<file path="src/hdl/sha0mh_pkg.sv">
`timescale 1ns / 1ps

package sha0mh_pkg;

  localparam int NUM_CV     = 5;
  localparam int CV_AW      = 3;
  localparam int MSG_WORDS  = 16;
  localparam int MSG_AW     = 4;
  localparam int NUM_ROUNDS = 80;

  typedef logic [31:0] word_t;

  localparam word_t K_R0 = 32'h5A827999;
  localparam word_t K_R1 = 32'h6ED9EBA1;
  localparam word_t K_R2 = 32'h8F1BBCDC;
  localparam word_t K_R3 = 32'hCA62C1D6;

  localparam logic [7:0] PAD_BYTE = 8'h80;

  function automatic word_t cv_init(input logic [CV_AW-1:0] idx);
    word_t v;
    case (idx)
      3'd0: v = 32'h67452301;
      3'd1: v = 32'hEFCDAB89;
      3'd2: v = 32'h98BADCFE;
      3'd3: v = 32'h10325476;
      3'd4: v = 32'hC3D2E1F0;
      default: v = '0;
    endcase
    return v;
  endfunction

  function automatic word_t round_k(input logic [6:0] rnd);
    word_t v;
    if (rnd < 7'd20) begin
      v = K_R0;
    end else if (rnd < 7'd40) begin
      v = K_R1;
    end else if (rnd < 7'd60) begin
      v = K_R2;
    end else begin
      v = K_R3;
    end
    return v;
  endfunction

  function automatic word_t round_f(input logic [6:0] rnd, input word_t b, input word_t c,
                                    input word_t d);
    word_t v;
    if (rnd < 7'd20) begin
      v = (b & c) | (~b & d);
    end else if (rnd >= 7'd40 && rnd < 7'd60) begin
      v = (b & c) | (b & d) | (c & d);
    end else begin
      v = b ^ c ^ d;
    end
    return v;
  endfunction

endpackage

</file>
<file path="src/hdl/sha0mh_ram.sv">
`timescale 1ns / 1ps

module sha0mh_ram #(
  parameter int WIDTH = 32,
  parameter int DEPTH = 16,
  localparam int AW = (DEPTH > 1) ? $clog2(DEPTH) : 1
) (
  input  logic             clk,
  input  logic             wr_en,
  input  logic [AW-1:0]    wr_addr,
  input  logic [WIDTH-1:0] wr_data,
  input  logic [AW-1:0]    rd_addr,
  output logic [WIDTH-1:0] rd_data
);

  logic [WIDTH-1:0] mem_r [DEPTH];
  logic [WIDTH-1:0] rd_data_r;

  always_ff @(posedge clk) begin
    if (wr_en) begin
      mem_r[wr_addr] <= wr_data;
    end
    rd_data_r <= mem_r[rd_addr];
  end

  assign rd_data = rd_data_r;

endmodule

</file>
<file path="src/hdl/sha0_message_hasher.sv">
`timescale 1ns / 1ps
// A byte beat is taken while idle; a beat that completes a 64-byte block starts a compression
// (load the chaining values, 80 rounds at one per cycle, write them back).
// End of message: padding (up to 18 writes), one or two compressions, then each digest
// word is read, captured and held until out_stall is low. in_stall is high unless idle.
// Reset: synchronous, active low; clears control state, chaining values read as the
// initial values until first written, no clearing pass.
module sha0_message_hasher
  import sha0mh_pkg::*;
(
  input  logic        clk,
  input  logic        rst_n,
  input  logic        in_valid,
  output logic        in_stall,
  input  logic [7:0]  in_data_byte,
  input  logic        in_has_byte,
  input  logic        in_end_of_message,
  output logic        out_valid,
  input  logic        out_stall,
  output logic [31:0] out_digest_word,
  output logic [2:0]  out_word_index,
  output logic        out_last_word
);

  localparam logic [3:0] ST_IDLE    = 4'd0;
  localparam logic [3:0] ST_PAD     = 4'd1;
  localparam logic [3:0] ST_ZERO    = 4'd2;
  localparam logic [3:0] ST_LEN_HI  = 4'd3;
  localparam logic [3:0] ST_LEN_LO  = 4'd4;
  localparam logic [3:0] ST_CV_LOAD = 4'd5;
  localparam logic [3:0] ST_ROUND   = 4'd6;
  localparam logic [3:0] ST_CV_UPD  = 4'd7;
  localparam logic [3:0] ST_OUT_RD  = 4'd8;
  localparam logic [3:0] ST_OUT_CAP = 4'd9;
  localparam logic [3:0] ST_OUT_WAIT = 4'd10;

  localparam logic [1:0] AFT_IDLE = 2'd0;
  localparam logic [1:0] AFT_PAD  = 2'd1;
  localparam logic [1:0] AFT_ZERO = 2'd2;
  localparam logic [1:0] AFT_OUT  = 2'd3;

  localparam logic [4:0] LIMIT_ONE = 5'd14;
  localparam logic [4:0] LIMIT_TWO = 5'd16;
  localparam logic [MSG_AW-1:0] LEN_HI_ADDR = 4'd14;
  localparam logic [MSG_AW-1:0] LEN_LO_ADDR = 4'd15;
  localparam logic [CV_AW-1:0]  LAST_CV     = 3'(NUM_CV - 1);
  localparam logic [CV_AW-1:0]  CV_END      = 3'(NUM_CV);
  localparam logic [6:0]        LAST_ROUND  = 7'(NUM_ROUNDS - 1);

  logic [3:0]  state_r, state_nxt;
  logic [5:0]  fill_r, fill_nxt;
  logic [23:0] acc_r, acc_nxt;
  logic [60:0] bytes_r, bytes_nxt;
  logic [4:0]  widx_r, widx_nxt;
  logic        two_blk_r, two_blk_nxt;
  logic [1:0]  after_r, after_nxt;
  logic [CV_AW-1:0] cnt_r, cnt_nxt;
  logic [6:0]  round_r, round_nxt;
  logic        fresh_r, fresh_nxt;
  word_t       a_r, b_r, c_r, d_r, e_r;
  word_t       a_nxt, b_nxt, c_nxt, d_nxt, e_nxt;
  word_t       sched_r [MSG_WORDS];
  word_t       sched_nxt [MSG_WORDS];
  logic        out_valid_r, out_valid_nxt;
  word_t       out_word_r, out_word_nxt;
  logic [2:0]  out_idx_r, out_idx_nxt;
  logic        out_last_r, out_last_nxt;

  logic              msg_we;
  logic [MSG_AW-1:0] msg_waddr, msg_raddr;
  word_t             msg_wdata, msg_rdata;
  logic              cv_we;
  logic [CV_AW-1:0]  cv_waddr, cv_raddr;
  word_t             cv_wdata, cv_rdata;

  word_t       pad_word, w_cur, cv_base, tmp;
  logic [4:0]  limit;
  logic [CV_AW-1:0] cnt_prev, cv_rd_sel;

  sha0mh_ram #(.WIDTH(32), .DEPTH(MSG_WORDS)) u_msg_ram (
    .clk     (clk),
    .wr_en   (msg_we),
    .wr_addr (msg_waddr),
    .wr_data (msg_wdata),
    .rd_addr (msg_raddr),
    .rd_data (msg_rdata)
  );

  sha0mh_ram #(.WIDTH(32), .DEPTH(NUM_CV)) u_cv_ram (
    .clk     (clk),
    .wr_en   (cv_we),
    .wr_addr (cv_waddr),
    .wr_data (cv_wdata),
    .rd_addr (cv_raddr),
    .rd_data (cv_rdata)
  );

  assign in_stall        = (state_r != ST_IDLE);
  assign out_valid       = out_valid_r;
  assign out_digest_word = out_word_r;
  assign out_word_index  = out_idx_r;
  assign out_last_word   = out_last_r;

  always_comb begin
    case (fill_r[1:0])
      2'd0: pad_word = {PAD_BYTE, 24'h0};
      2'd1: pad_word = {acc_r[7:0], PAD_BYTE, 16'h0};
      2'd2: pad_word = {acc_r[15:0], PAD_BYTE, 8'h0};
      2'd3: pad_word = {acc_r[23:0], PAD_BYTE};
      default: pad_word = '0;
    endcase
  end

  assign limit     = two_blk_r ? LIMIT_TWO : LIMIT_ONE;
  assign cnt_prev  = cnt_r - 3'd1;
  assign cv_rd_sel = (cnt_r < CV_END) ? cnt_r : '0;
  assign cv_base   = fresh_r ? cv_init(cnt_prev) : cv_rdata;
  assign w_cur     = (round_r < 7'(MSG_WORDS)) ? msg_rdata
                   : (sched_r[2] ^ sched_r[7] ^ sched_r[13] ^ sched_r[15]);
  assign tmp       = {a_r[26:0], a_r[31:27]} + round_f(round_r, b_r, c_r, d_r) + e_r
                   + w_cur + round_k(round_r);

  always_comb begin
    state_nxt     = state_r;
    fill_nxt      = fill_r;
    acc_nxt       = acc_r;
    bytes_nxt     = bytes_r;
    widx_nxt      = widx_r;
    two_blk_nxt   = two_blk_r;
    after_nxt     = after_r;
    cnt_nxt       = cnt_r;
    round_nxt     = round_r;
    fresh_nxt     = fresh_r;
    a_nxt         = a_r;
    b_nxt         = b_r;
    c_nxt         = c_r;
    d_nxt         = d_r;
    e_nxt         = e_r;
    sched_nxt     = sched_r;
    out_valid_nxt = out_valid_r;
    out_word_nxt  = out_word_r;
    out_idx_nxt   = out_idx_r;
    out_last_nxt  = out_last_r;
    msg_we        = 1'b0;
    msg_waddr     = fill_r[5:2];
    msg_wdata     = {acc_r, in_data_byte};
    msg_raddr     = '0;
    cv_we         = 1'b0;
    cv_waddr      = cnt_prev;
    cv_wdata      = cv_base + a_r;
    cv_raddr      = cv_rd_sel;

    case (state_r)
      ST_IDLE: begin
        if (in_valid) begin
          if (in_has_byte) begin
            msg_we    = (fill_r[1:0] == 2'd3);
            acc_nxt   = {acc_r[15:0], in_data_byte};
            fill_nxt  = fill_r + 6'd1;
            bytes_nxt = bytes_r + 61'd1;
            if (fill_r == 6'd63) begin
              state_nxt = ST_CV_LOAD;
              cnt_nxt   = '0;
              after_nxt = in_end_of_message ? AFT_PAD : AFT_IDLE;
            end else if (in_end_of_message) begin
              state_nxt = ST_PAD;
            end
          end else if (in_end_of_message) begin
            state_nxt = ST_PAD;
          end
        end
      end
      ST_PAD: begin
        msg_we      = 1'b1;
        msg_wdata   = pad_word;
        widx_nxt    = {1'b0, fill_r[5:2]} + 5'd1;
        two_blk_nxt = (fill_r >= 6'd56);
        state_nxt   = ST_ZERO;
      end
      ST_ZERO: begin
        if (widx_r == limit) begin
          if (two_blk_r) begin
            state_nxt = ST_CV_LOAD;
            cnt_nxt   = '0;
            after_nxt = AFT_ZERO;
          end else begin
            state_nxt = ST_LEN_HI;
          end
        end else begin
          msg_we    = 1'b1;
          msg_waddr = widx_r[MSG_AW-1:0];
          msg_wdata = '0;
          widx_nxt  = widx_r + 5'd1;
        end
      end
      ST_LEN_HI: begin
        msg_we    = 1'b1;
        msg_waddr = LEN_HI_ADDR;
        msg_wdata = bytes_r[60:29];
        state_nxt = ST_LEN_LO;
      end
      ST_LEN_LO: begin
        msg_we    = 1'b1;
        msg_waddr = LEN_LO_ADDR;
        msg_wdata = {bytes_r[28:0], 3'b000};
        state_nxt = ST_CV_LOAD;
        cnt_nxt   = '0;
        after_nxt = AFT_OUT;
      end
      ST_CV_LOAD: begin
        if (cnt_r != '0) begin
          a_nxt = b_r;
          b_nxt = c_r;
          c_nxt = d_r;
          d_nxt = e_r;
          e_nxt = cv_base;
        end
        if (cnt_r == CV_END) begin
          msg_raddr = '0;
          round_nxt = '0;
          state_nxt = ST_ROUND;
        end else begin
          cnt_nxt = cnt_r + 3'd1;
        end
      end
      ST_ROUND: begin
        msg_raddr    = round_r[MSG_AW-1:0] + 4'd1;
        sched_nxt[0] = w_cur;
        for (int i = 1; i < MSG_WORDS; i++) begin
          sched_nxt[i] = sched_r[i-1];
        end
        a_nxt = tmp;
        b_nxt = a_r;
        c_nxt = {b_r[1:0], b_r[31:2]};
        d_nxt = c_r;
        e_nxt = d_r;
        if (round_r == LAST_ROUND) begin
          state_nxt = ST_CV_UPD;
          cnt_nxt   = '0;
        end else begin
          round_nxt = round_r + 7'd1;
        end
      end
      ST_CV_UPD: begin
        if (cnt_r != '0) begin
          cv_we = 1'b1;
          a_nxt = b_r;
          b_nxt = c_r;
          c_nxt = d_r;
          d_nxt = e_r;
          e_nxt = a_r;
        end
        if (cnt_r == CV_END) begin
          fresh_nxt = 1'b0;
          cnt_nxt   = '0;
          case (after_r)
            AFT_IDLE: state_nxt = ST_IDLE;
            AFT_PAD:  state_nxt = ST_PAD;
            AFT_ZERO: begin
              state_nxt   = ST_ZERO;
              widx_nxt    = '0;
              two_blk_nxt = 1'b0;
            end
            AFT_OUT:  state_nxt = ST_OUT_RD;
            default:  state_nxt = ST_IDLE;
          endcase
        end else begin
          cnt_nxt = cnt_r + 3'd1;
        end
      end
      ST_OUT_RD: begin
        state_nxt = ST_OUT_CAP;
      end
      ST_OUT_CAP: begin
        out_word_nxt  = cv_rdata;
        out_idx_nxt   = cnt_r;
        out_last_nxt  = (cnt_r == LAST_CV);
        out_valid_nxt = 1'b1;
        state_nxt     = ST_OUT_WAIT;
      end
      ST_OUT_WAIT: begin
        if (!out_stall) begin
          out_valid_nxt = 1'b0;
          if (cnt_r == LAST_CV) begin
            fresh_nxt = 1'b1;
            bytes_nxt = '0;
            fill_nxt  = '0;
            cnt_nxt   = '0;
            state_nxt = ST_IDLE;
          end else begin
            cnt_nxt   = cnt_r + 3'd1;
            state_nxt = ST_OUT_RD;
          end
        end
      end
      default: begin
        state_nxt = ST_IDLE;
      end
    endcase
  end

  always_ff @(posedge clk) begin
    if (!rst_n) begin
      state_r     <= ST_IDLE;
      fill_r      <= '0;
      bytes_r     <= '0;
      widx_r      <= '0;
      two_blk_r   <= 1'b0;
      after_r     <= AFT_IDLE;
      cnt_r       <= '0;
      round_r     <= '0;
      fresh_r     <= 1'b1;
      out_valid_r <= 1'b0;
    end else begin
      state_r     <= state_nxt;
      fill_r      <= fill_nxt;
      bytes_r     <= bytes_nxt;
      widx_r      <= widx_nxt;
      two_blk_r   <= two_blk_nxt;
      after_r     <= after_nxt;
      cnt_r       <= cnt_nxt;
      round_r     <= round_nxt;
      fresh_r     <= fresh_nxt;
      out_valid_r <= out_valid_nxt;
    end
  end

  always_ff @(posedge clk) begin
    acc_r      <= acc_nxt;
    a_r        <= a_nxt;
    b_r        <= b_nxt;
    c_r        <= c_nxt;
    d_r        <= d_nxt;
    e_r        <= e_nxt;
    sched_r    <= sched_nxt;
    out_word_r <= out_word_nxt;
    out_idx_r  <= out_idx_nxt;
    out_last_r <= out_last_nxt;
  end

`ifndef ASSERT_OFF
  a_round_range: assert property (@(posedge clk) disable iff (!rst_n)
    (state_r == ST_ROUND) |-> (round_r <= LAST_ROUND))
    else $error("round counter out of range");

  a_out_only_wait: assert property (@(posedge clk) disable iff (!rst_n)
    out_valid_r |-> (state_r == ST_OUT_WAIT))
    else $error("output beat outside output wait");

  a_cv_no_overlap: assert property (@(posedge clk) disable iff (!rst_n)
    cv_we |-> (cv_waddr != cv_raddr))
    else $error("chaining value read and write hit the same entry");

  a_no_write_in_rounds: assert property (@(posedge clk) disable iff (!rst_n)
    (state_r == ST_ROUND || state_r == ST_CV_LOAD) |-> !msg_we)
    else $error("message memory written during compression");

  a_done_clean: assert property (@(posedge clk) disable iff (!rst_n)
    (out_valid && !out_stall && out_last_word) |=>
      (state_r == ST_IDLE && fill_r == '0 && bytes_r == '0 && fresh_r))
    else $error("message state not cleared after last digest word");
`endif

endmodule
</file>
<file path="config.mk">
export PLATFORM = sky130hd
export DESIGN_NAME = sha0_message_hasher
export DESIGN_NICKNAME = d
export VERILOG_FILES = /design/src/hdl/sha0mh_pkg.sv /design/src/hdl/sha0mh_ram.sv /design/src/hdl/sha0_message_hasher.sv
export SDC_FILE = /design/constraint.sdc
export NUM_CORES = 2
export LEC_CHECK = 0
export ABC_AREA = 1
export BUFFER_PORTS_ARGS = -buffer_cell sky130_fd_sc_hd__buf_2
export CORE_AREA = 2 2 488 490
export DETAILED_ROUTE_END_ITERATION = 8
export DIE_AREA = 0 0 490 492
export PLACE_DENSITY = 0.47
export SLEW_MARGIN = 20
export SYNTH_ARGS = -nofsm -noshare
export SYNTH_HDL_FRONTEND = slang
export SYNTH_HIERARCHICAL = 1
export SYNTH_SLANG_ARGS = --single-unit
export TNS_END_PERCENT = 10
</file>
<file path="constraint.sdc">
create_clock -name clk -period 18.96 [get_ports clk]
set_input_delay 0.948 -clock clk [delete_from_list [all_inputs] [get_ports clk]]
set_output_delay 0.948 -clock clk [all_outputs]
set_load 0.01 [all_outputs]
</file>
Word-level counts from Yosys, hierarchy flattened

Memories as Yosys holds them, arrays and structs flattened. A register that Yosys moved wholly into a read port is not among the register bits.
Index checks and enable logic that the tools add are counted.

Flip-flop bits (word level): 823
Input port bits: 14
Logic and storage cells: 237
Memory bits (writable): 672
Memories: 2

Equality and inequality tests: 42
Magnitude comparators: 7
Add/sub/neg operators: 13
Mux-type cells: 94
Reductions and logical operators: 31
Bitwise logic cells: 13

Memories:

| name            | depth | width | read ports | clocked after memory_dff | write ports | line             | source |
|---|---|---|---|---|---|---|---|
| u_msg_ram.mem_r | 16    | 32    | 1          | 1                        | 1           | sha0mh_ram.sv:16 | `logic [WIDTH-1:0] mem_r [DEPTH];` |
| u_cv_ram.mem_r  | 5     | 32    | 1          | 1                        | 1           | sha0mh_ram.sv:16 |  |

Operators with widths:

| kind                  | count |
|---|---|
| $mux 32               | 13 |
| $pmux 32 s2           | 4 |
| $pmux 32 s4           | 2 |
| $mux 61               | 4 |
| $add 32x32->32        | 5 |
| $pmux 32 s5           | 1 |
| $xor 32x32->32        | 5 |
| $and 32x32->32        | 4 |
| $pmux 61 s2           | 1 |
| $or 32x32->32         | 3 |
| $pmux 32 s3           | 1 |
| $add 61x1->61 const B | 1 |
| $mux 4                | 12 |
| $pmux 4 s11           | 1 |
| $mux 3                | 12 |
| $not 32->32           | 1 |
| $mux 31               | 1 |
| $ne 2x2->1 const B    | 15 |
| $mux 6                | 4 |
| $pmux 3 s7            | 1 |
| $mux 5                | 4 |
| $eq 4x3->1 const B    | 4 |
| $mux 1                | 16 |
| $pmux 4 s4            | 1 |
| other kinds (49)      | 84 |

Logic depth before layout (Yosys ltp)

Word-level depth: 10
Gate-level depth with buffers: 26
Gate-level depth less buffers: 26

By module

The synthesis kept the hierarchy.

By module, submodules not included:

| module                 | times used | seq. area each (um^2) | cells each | area each (um^2) |
|---|---|---|---|---|
| sha0_message_hasher    | 1          | 23802.8               | 3805       | 40327.4 |
| sha0mh_ram (u_msg_ram) | 1          | 16015.4               | 2121       | 22738.1 |
| sha0mh_ram (u_cv_ram)  | 1          | 5445.2                | 681        | 7450.9 |

Worst setup path before layout

No wires, ideal clock.

Path kind: register -> register
From: reg state_r[3]
To: reg a_r[0], enable pin
Stages on the path, launching flop included: 7
Buffers on the path: 1
Setup time: 0.792 ns
Clock period less this slack: 20.087 ns
Setup slack: -1.127 ns
Data arrival time: 19.295 ns
Cell sequence: dfxtp_1 > inv_1 > nand2_1 > nor2_2 > inv_2 > clkbuf_1 > o21ai_0

Word-level cells in the longest chain between the ends: 4
Elaborated cells between the ends (all ways): 7

Ends and longest elaborated chain:

| item                                                             | line                       | source |
|---|---|---|
| start, declared                                                  | sha0_message_hasher.sv:50  | `logic [3:0] state_r, state_nxt;` |
| start signal, assigned                                           | sha0_message_hasher.sv:315 | `state_r <= state_nxt;` |
| $eq 4x3->1                                                       | sha0_message_hasher.sv:153 | `case (state_r)` |
| $reduce_or 2->1 (no line)                                        | n/a                        |  |
| $ne 2x1->1 (no line) / $reduce_bool 2->1 (equally long branches) | n/a                        |  |
| $reduce_and 2->1 (no line) *                                     | n/a                        |  |
| end signal, assigned                                             | sha0_message_hasher.sv:330 | `a_r <= a_nxt;` |
| end, declared                                                    | sha0_message_hasher.sv:60  | `word_t a_r, b_r, c_r, d_r, e_r;` |

Every way passes the cells marked *; elsewhere a longest branch is shown, timed or not.
A chain may end at the register's enable or synchronous reset.

Worst setup path after layout

From: reg round_r[3]
To: reg a_r[27] (data pin)

Word-level cells in the longest chain between the ends: 9
Elaborated cells between the ends (all ways): 17

Ends and longest elaborated chain:

| item                                            | line                               | source |
|---|---|---|
| start, declared                                 | sha0_message_hasher.sv:58          | `logic [6:0] round_r, round_nxt;` |
| start signal, assigned                          | sha0_message_hasher.sv:322         | `round_r <= round_nxt;` |
| $ge 7x6->1 / $lt 7x6->1 (equally long branches) | sha0mh_pkg.sv:52, sha0mh_pkg.sv:39 |  |
| $logic_and 1x1->1                               | sha0mh_pkg.sv:52                   | `end else if (rnd >= 7'd40 && rnd < 7'd60) begin` |
| $mux 32                                         | sha0mh_pkg.sv:52                   |  |
| $mux 32                                         | sha0mh_pkg.sv:50                   | `if (rnd < 7'd20) begin` |
| $add 32x32->32 (2 in a row)                     | sha0_message_hasher.sv:120         | `assign tmp = {a_r[26:0], a_r[31:27]} + round_f(round_r, b_r, c_r, d_r) + e_r` |
| $add 32x32->32                                  | sha0_message_hasher.sv:121         | `+ w_cur + round_k(round_r);` |
| $add 32x32->32 *                                | sha0_message_hasher.sv:121         |  |
| $pmux 32 s2 *                                   | sha0_message_hasher.sv:153         |  |
| via a_nxt[27]                                   | sha0_message_hasher.sv:61          | `word_t a_nxt, b_nxt, c_nxt, d_nxt, e_nxt;` |

Mark *: on every way through the listed nets, which the timed path passes. The rest lies on a longest branch.

==> qor.txt <==
Switch Pwr = 4300 uW
DP HPWL = 120 mm
Post-route DRC = 0
Dominant synthesized flop cell = edfxtp_1
Final setup violation count = 0
Sequential element share of the synthesized area = 64.2%
CTS Buffer Depth = 3
Final WS setup = 12820 ps
# rows = 179
Clock transition at path regs = 70 ps
Fin. Hold Viols = 0
Crit path arrival time = 6690 ps
Routability cong. = 0.901
CP Max Fanout = 52
Pre-CTS WS = 12830 ps
Final Util = 33.9%
Int Pwr = 7630 uW
Switching Share = 36.0%
Commonest non-fill, non-tap cell in the layout = nand2_1
CTS Buf Count = 164
H-Tree Depth = 4
Syn Std Cell Area = 0.0705 mm2
Post-Syn Instances = 6607
Comb power frac = 32.9%
CP Capture Type = flip-flop
Max-slew violations = 0
GRT Total Usage = 15.6%
Initial Util = 29.8%
Crit-path cells = nand2_1 -> o21ai_1 -> nor2_1 -> buf_4 -> inv_2 -> buf_4 -> o21ai_0 -> a21oi_1 -> a21oi_1 -> fa_1 -> inv_1 -> fa_1 -> fa_1 -> o21ai_0 -> a21oi_1 -> o21ai_0 -> nand3_1 -> nand3_1 -> nand2_1 -> nand3_1 -> nand2_1
Worst slew pin tran = 1110 ps
Pwr Density = 149 mW/mm2
Share of cells above drive strength 1 = 7.53%
PostCTS Resize Cnt = 0
Post-synth EDFFs = 1404
Top post-synthesis cells by area = edfxtp_1 60%, nand2_1 8.9%, inv_1 5.9%
Commonest non-fill, non-tap cells in the layout = 1671 x nand2_1, 1404 x edfxtp_1, 1103 x inv_1
Drt first pass iters = 5
Max-cap violations = 0
Worst hold slack = 336 ps
Clk pwr share = 28.6%
Syn avg cell area = 10.7 um2
Crit path max-delay cell type = o21ai_0
Critical path startpoint = round_r[3]
Startpoint Class = flip-flop
RSZ-0062 raised after global routing = no
Unique masters post-synth = 58
Die ar. = 0.241 mm2
Fill count = 23700
Maximum vdd drop = 0.108 mV
Largest net degree at the start of global routing = 160
Post-synthesis register bit count = 1559
Core footprint = 0.236 mm2
Drt total wl = 192 mm
# port buffers = 51
DRT antenna net count = 0
Initial detailed-routing violation count = 3988
Crit path required time = 19510 ps
Die Span Y = 492 um
Post-CTS setup buffer count = 0
Min-Delay Path Class = in -> reg
Reg power frac = 38.5%
IO Pins = 52
TritonCTS Sinks = 1559
Initial antenna violation count = 14
Syn Nets = 6826
Synth area leader = edfxtp_1
CTS tree = built
Via Count = 45800
Worst slew margin = 25.8%
Clk root buf = clkbuf_16
Reg2reg start = round_r[3]
Pleak = 0.0311 uW
Average wire per standard cell = 19.2 um
Crit path time final = 6140 ps
First-pass GRT wire length = 287 mm
Vias per cell = 4.58
Synth warnings = 6
Hold path start = in_data_byte[5]
Outcome = completed
Hold buffer count at cts = 0
Fmax = 163 MHz
Synth async-reset ratio = 0%
Critical path's top delay family = compound AO/OA/AOI/OAI gates
Vias in the first global route = 44600
Final nets = 6900
CP bufs+invs = 4
Gr ovfl total = 0
CP peak stage delay = 700 ps
Share of the synthesized area in the top cell type = 59.8%
Die width = 490 um
Clock skew = 43.6 ps
Area growth from synthesis to layout = 13.6%
Fin crit share = 32.4%
WS Path Type = reg -> reg
TNS Setup = 0 ps
Worst skew pair latency = 810 ps
## flip-flops by register name (all words and copies together) (netlist names), 2 cells and up
name,flops
u_msg_ram/rd_data,32
c_r,32
d_r,32
bytes_r,61
after_r,2
round_r,7
u_msg_ram/mem_r,512
widx_r,5
state_r,4
b_r,32
e_r,32
u_cv_ram/mem_r,160
out_word_index,3
out_digest_word,32
cnt_r,3
u_cv_ram/rd_data,32
sched_r,512
a_r,32
acc_r,24
fill_r,6
## final cells by class
cell class / count / area [um2] / share of cell area (%)
sequential: 1559 / 45300 / 56.5
multi-input combinational: 3704 / 20100 / 25.1
clock buffer: 211 / 4420 / 5.52
inverter: 1118 / 4210 / 5.25
tap: 3167 / 3960 / 4.94
clock inverter: 96 / 1310 / 1.63
timing repair buffer: 134 / 891 / 1.11
antenna: 1 / 2.50 / 0.00312
## cell families (layout without fill, tap and decap cells)
family,Yosys count,after routing,synth area share [%]
muxes,3,3,0.0479
and+or+nand+nor,2695,2695,16.0
buffers and inverters,1344,1559,7.79
adders and majority gates,205,205,4.93
AOI/OAI and AO/OA,664,664,5.33
DFF,1559,1559,64.2
other,0,1,0
xor gates and xnor gates,137,137,1.70
## final timing paths
check        cells after the start            to  slack (ps)
min                              1      acc_r[5]         340
max                             21       a_r[27]       12820
min reg2reg                      0  sched_r[334]         410
max reg2reg                     21       a_r[27]       12820
## Yosys cell counts, drive strengths merged (9+ instances only)
| cell type | instances |
|---|---|
| a21oi | 212 |
| a31oi | 13 |
| buf | 149 |
| clkbuf | 77 |
| dfxtp | 155 |
| edfxtp | 1404 |
| fa | 121 |
| ha | 84 |
| inv | 1116 |
| nand2 | 1680 |
| nand3 | 596 |
| nand4 | 45 |
| nor2 | 253 |
| nor3 | 70 |
| o211ai | 15 |
| o21a | 12 |
| o21ai | 299 |
| o21bai | 9 |
| o221ai | 40 |
| o22ai | 21 |
| or2 | 35 |
| xnor2 | 89 |
| xor2 | 48 |
## metrics by stage
step / total power [uW] / std cells / area (um2)
final: 11900 / 9990 / 80100
after global placement: 8580 / 9682 / 74400
after CTS: 12000 / 9989 / 80100
after detailed placement: 8580 / 9682 / 74400
after floorplan: 7280 / 6607 / 70500
after global routing: 12700 / 9989 / 80100
## power groups by stage
stage,clock network [uW],registers (uW),logic [uW]
2_1_floorplan,0,4620,2660
3_3_place_gp,0,4660,3920
3_5_place_dp,0,4670,3910
4_1_cts,3510,4600,3940
5_1_grt,3640,4620,4450
6_report,3410,4590,3920
## routing by layer
layer | GRT usage (%) | vias to the layer above | routed length (um)
li1 | - | 22000 | -
met1 | 22.2 | 22400 | 90400
met2 | 25.3 | 1079 | 88900
met3 | 2.09 | 243 | 8430
met4 | 3.65 | 0 | 3910
met5 | 0 | - | 0
No activity file was read; power rests on OpenSTA's default activity.
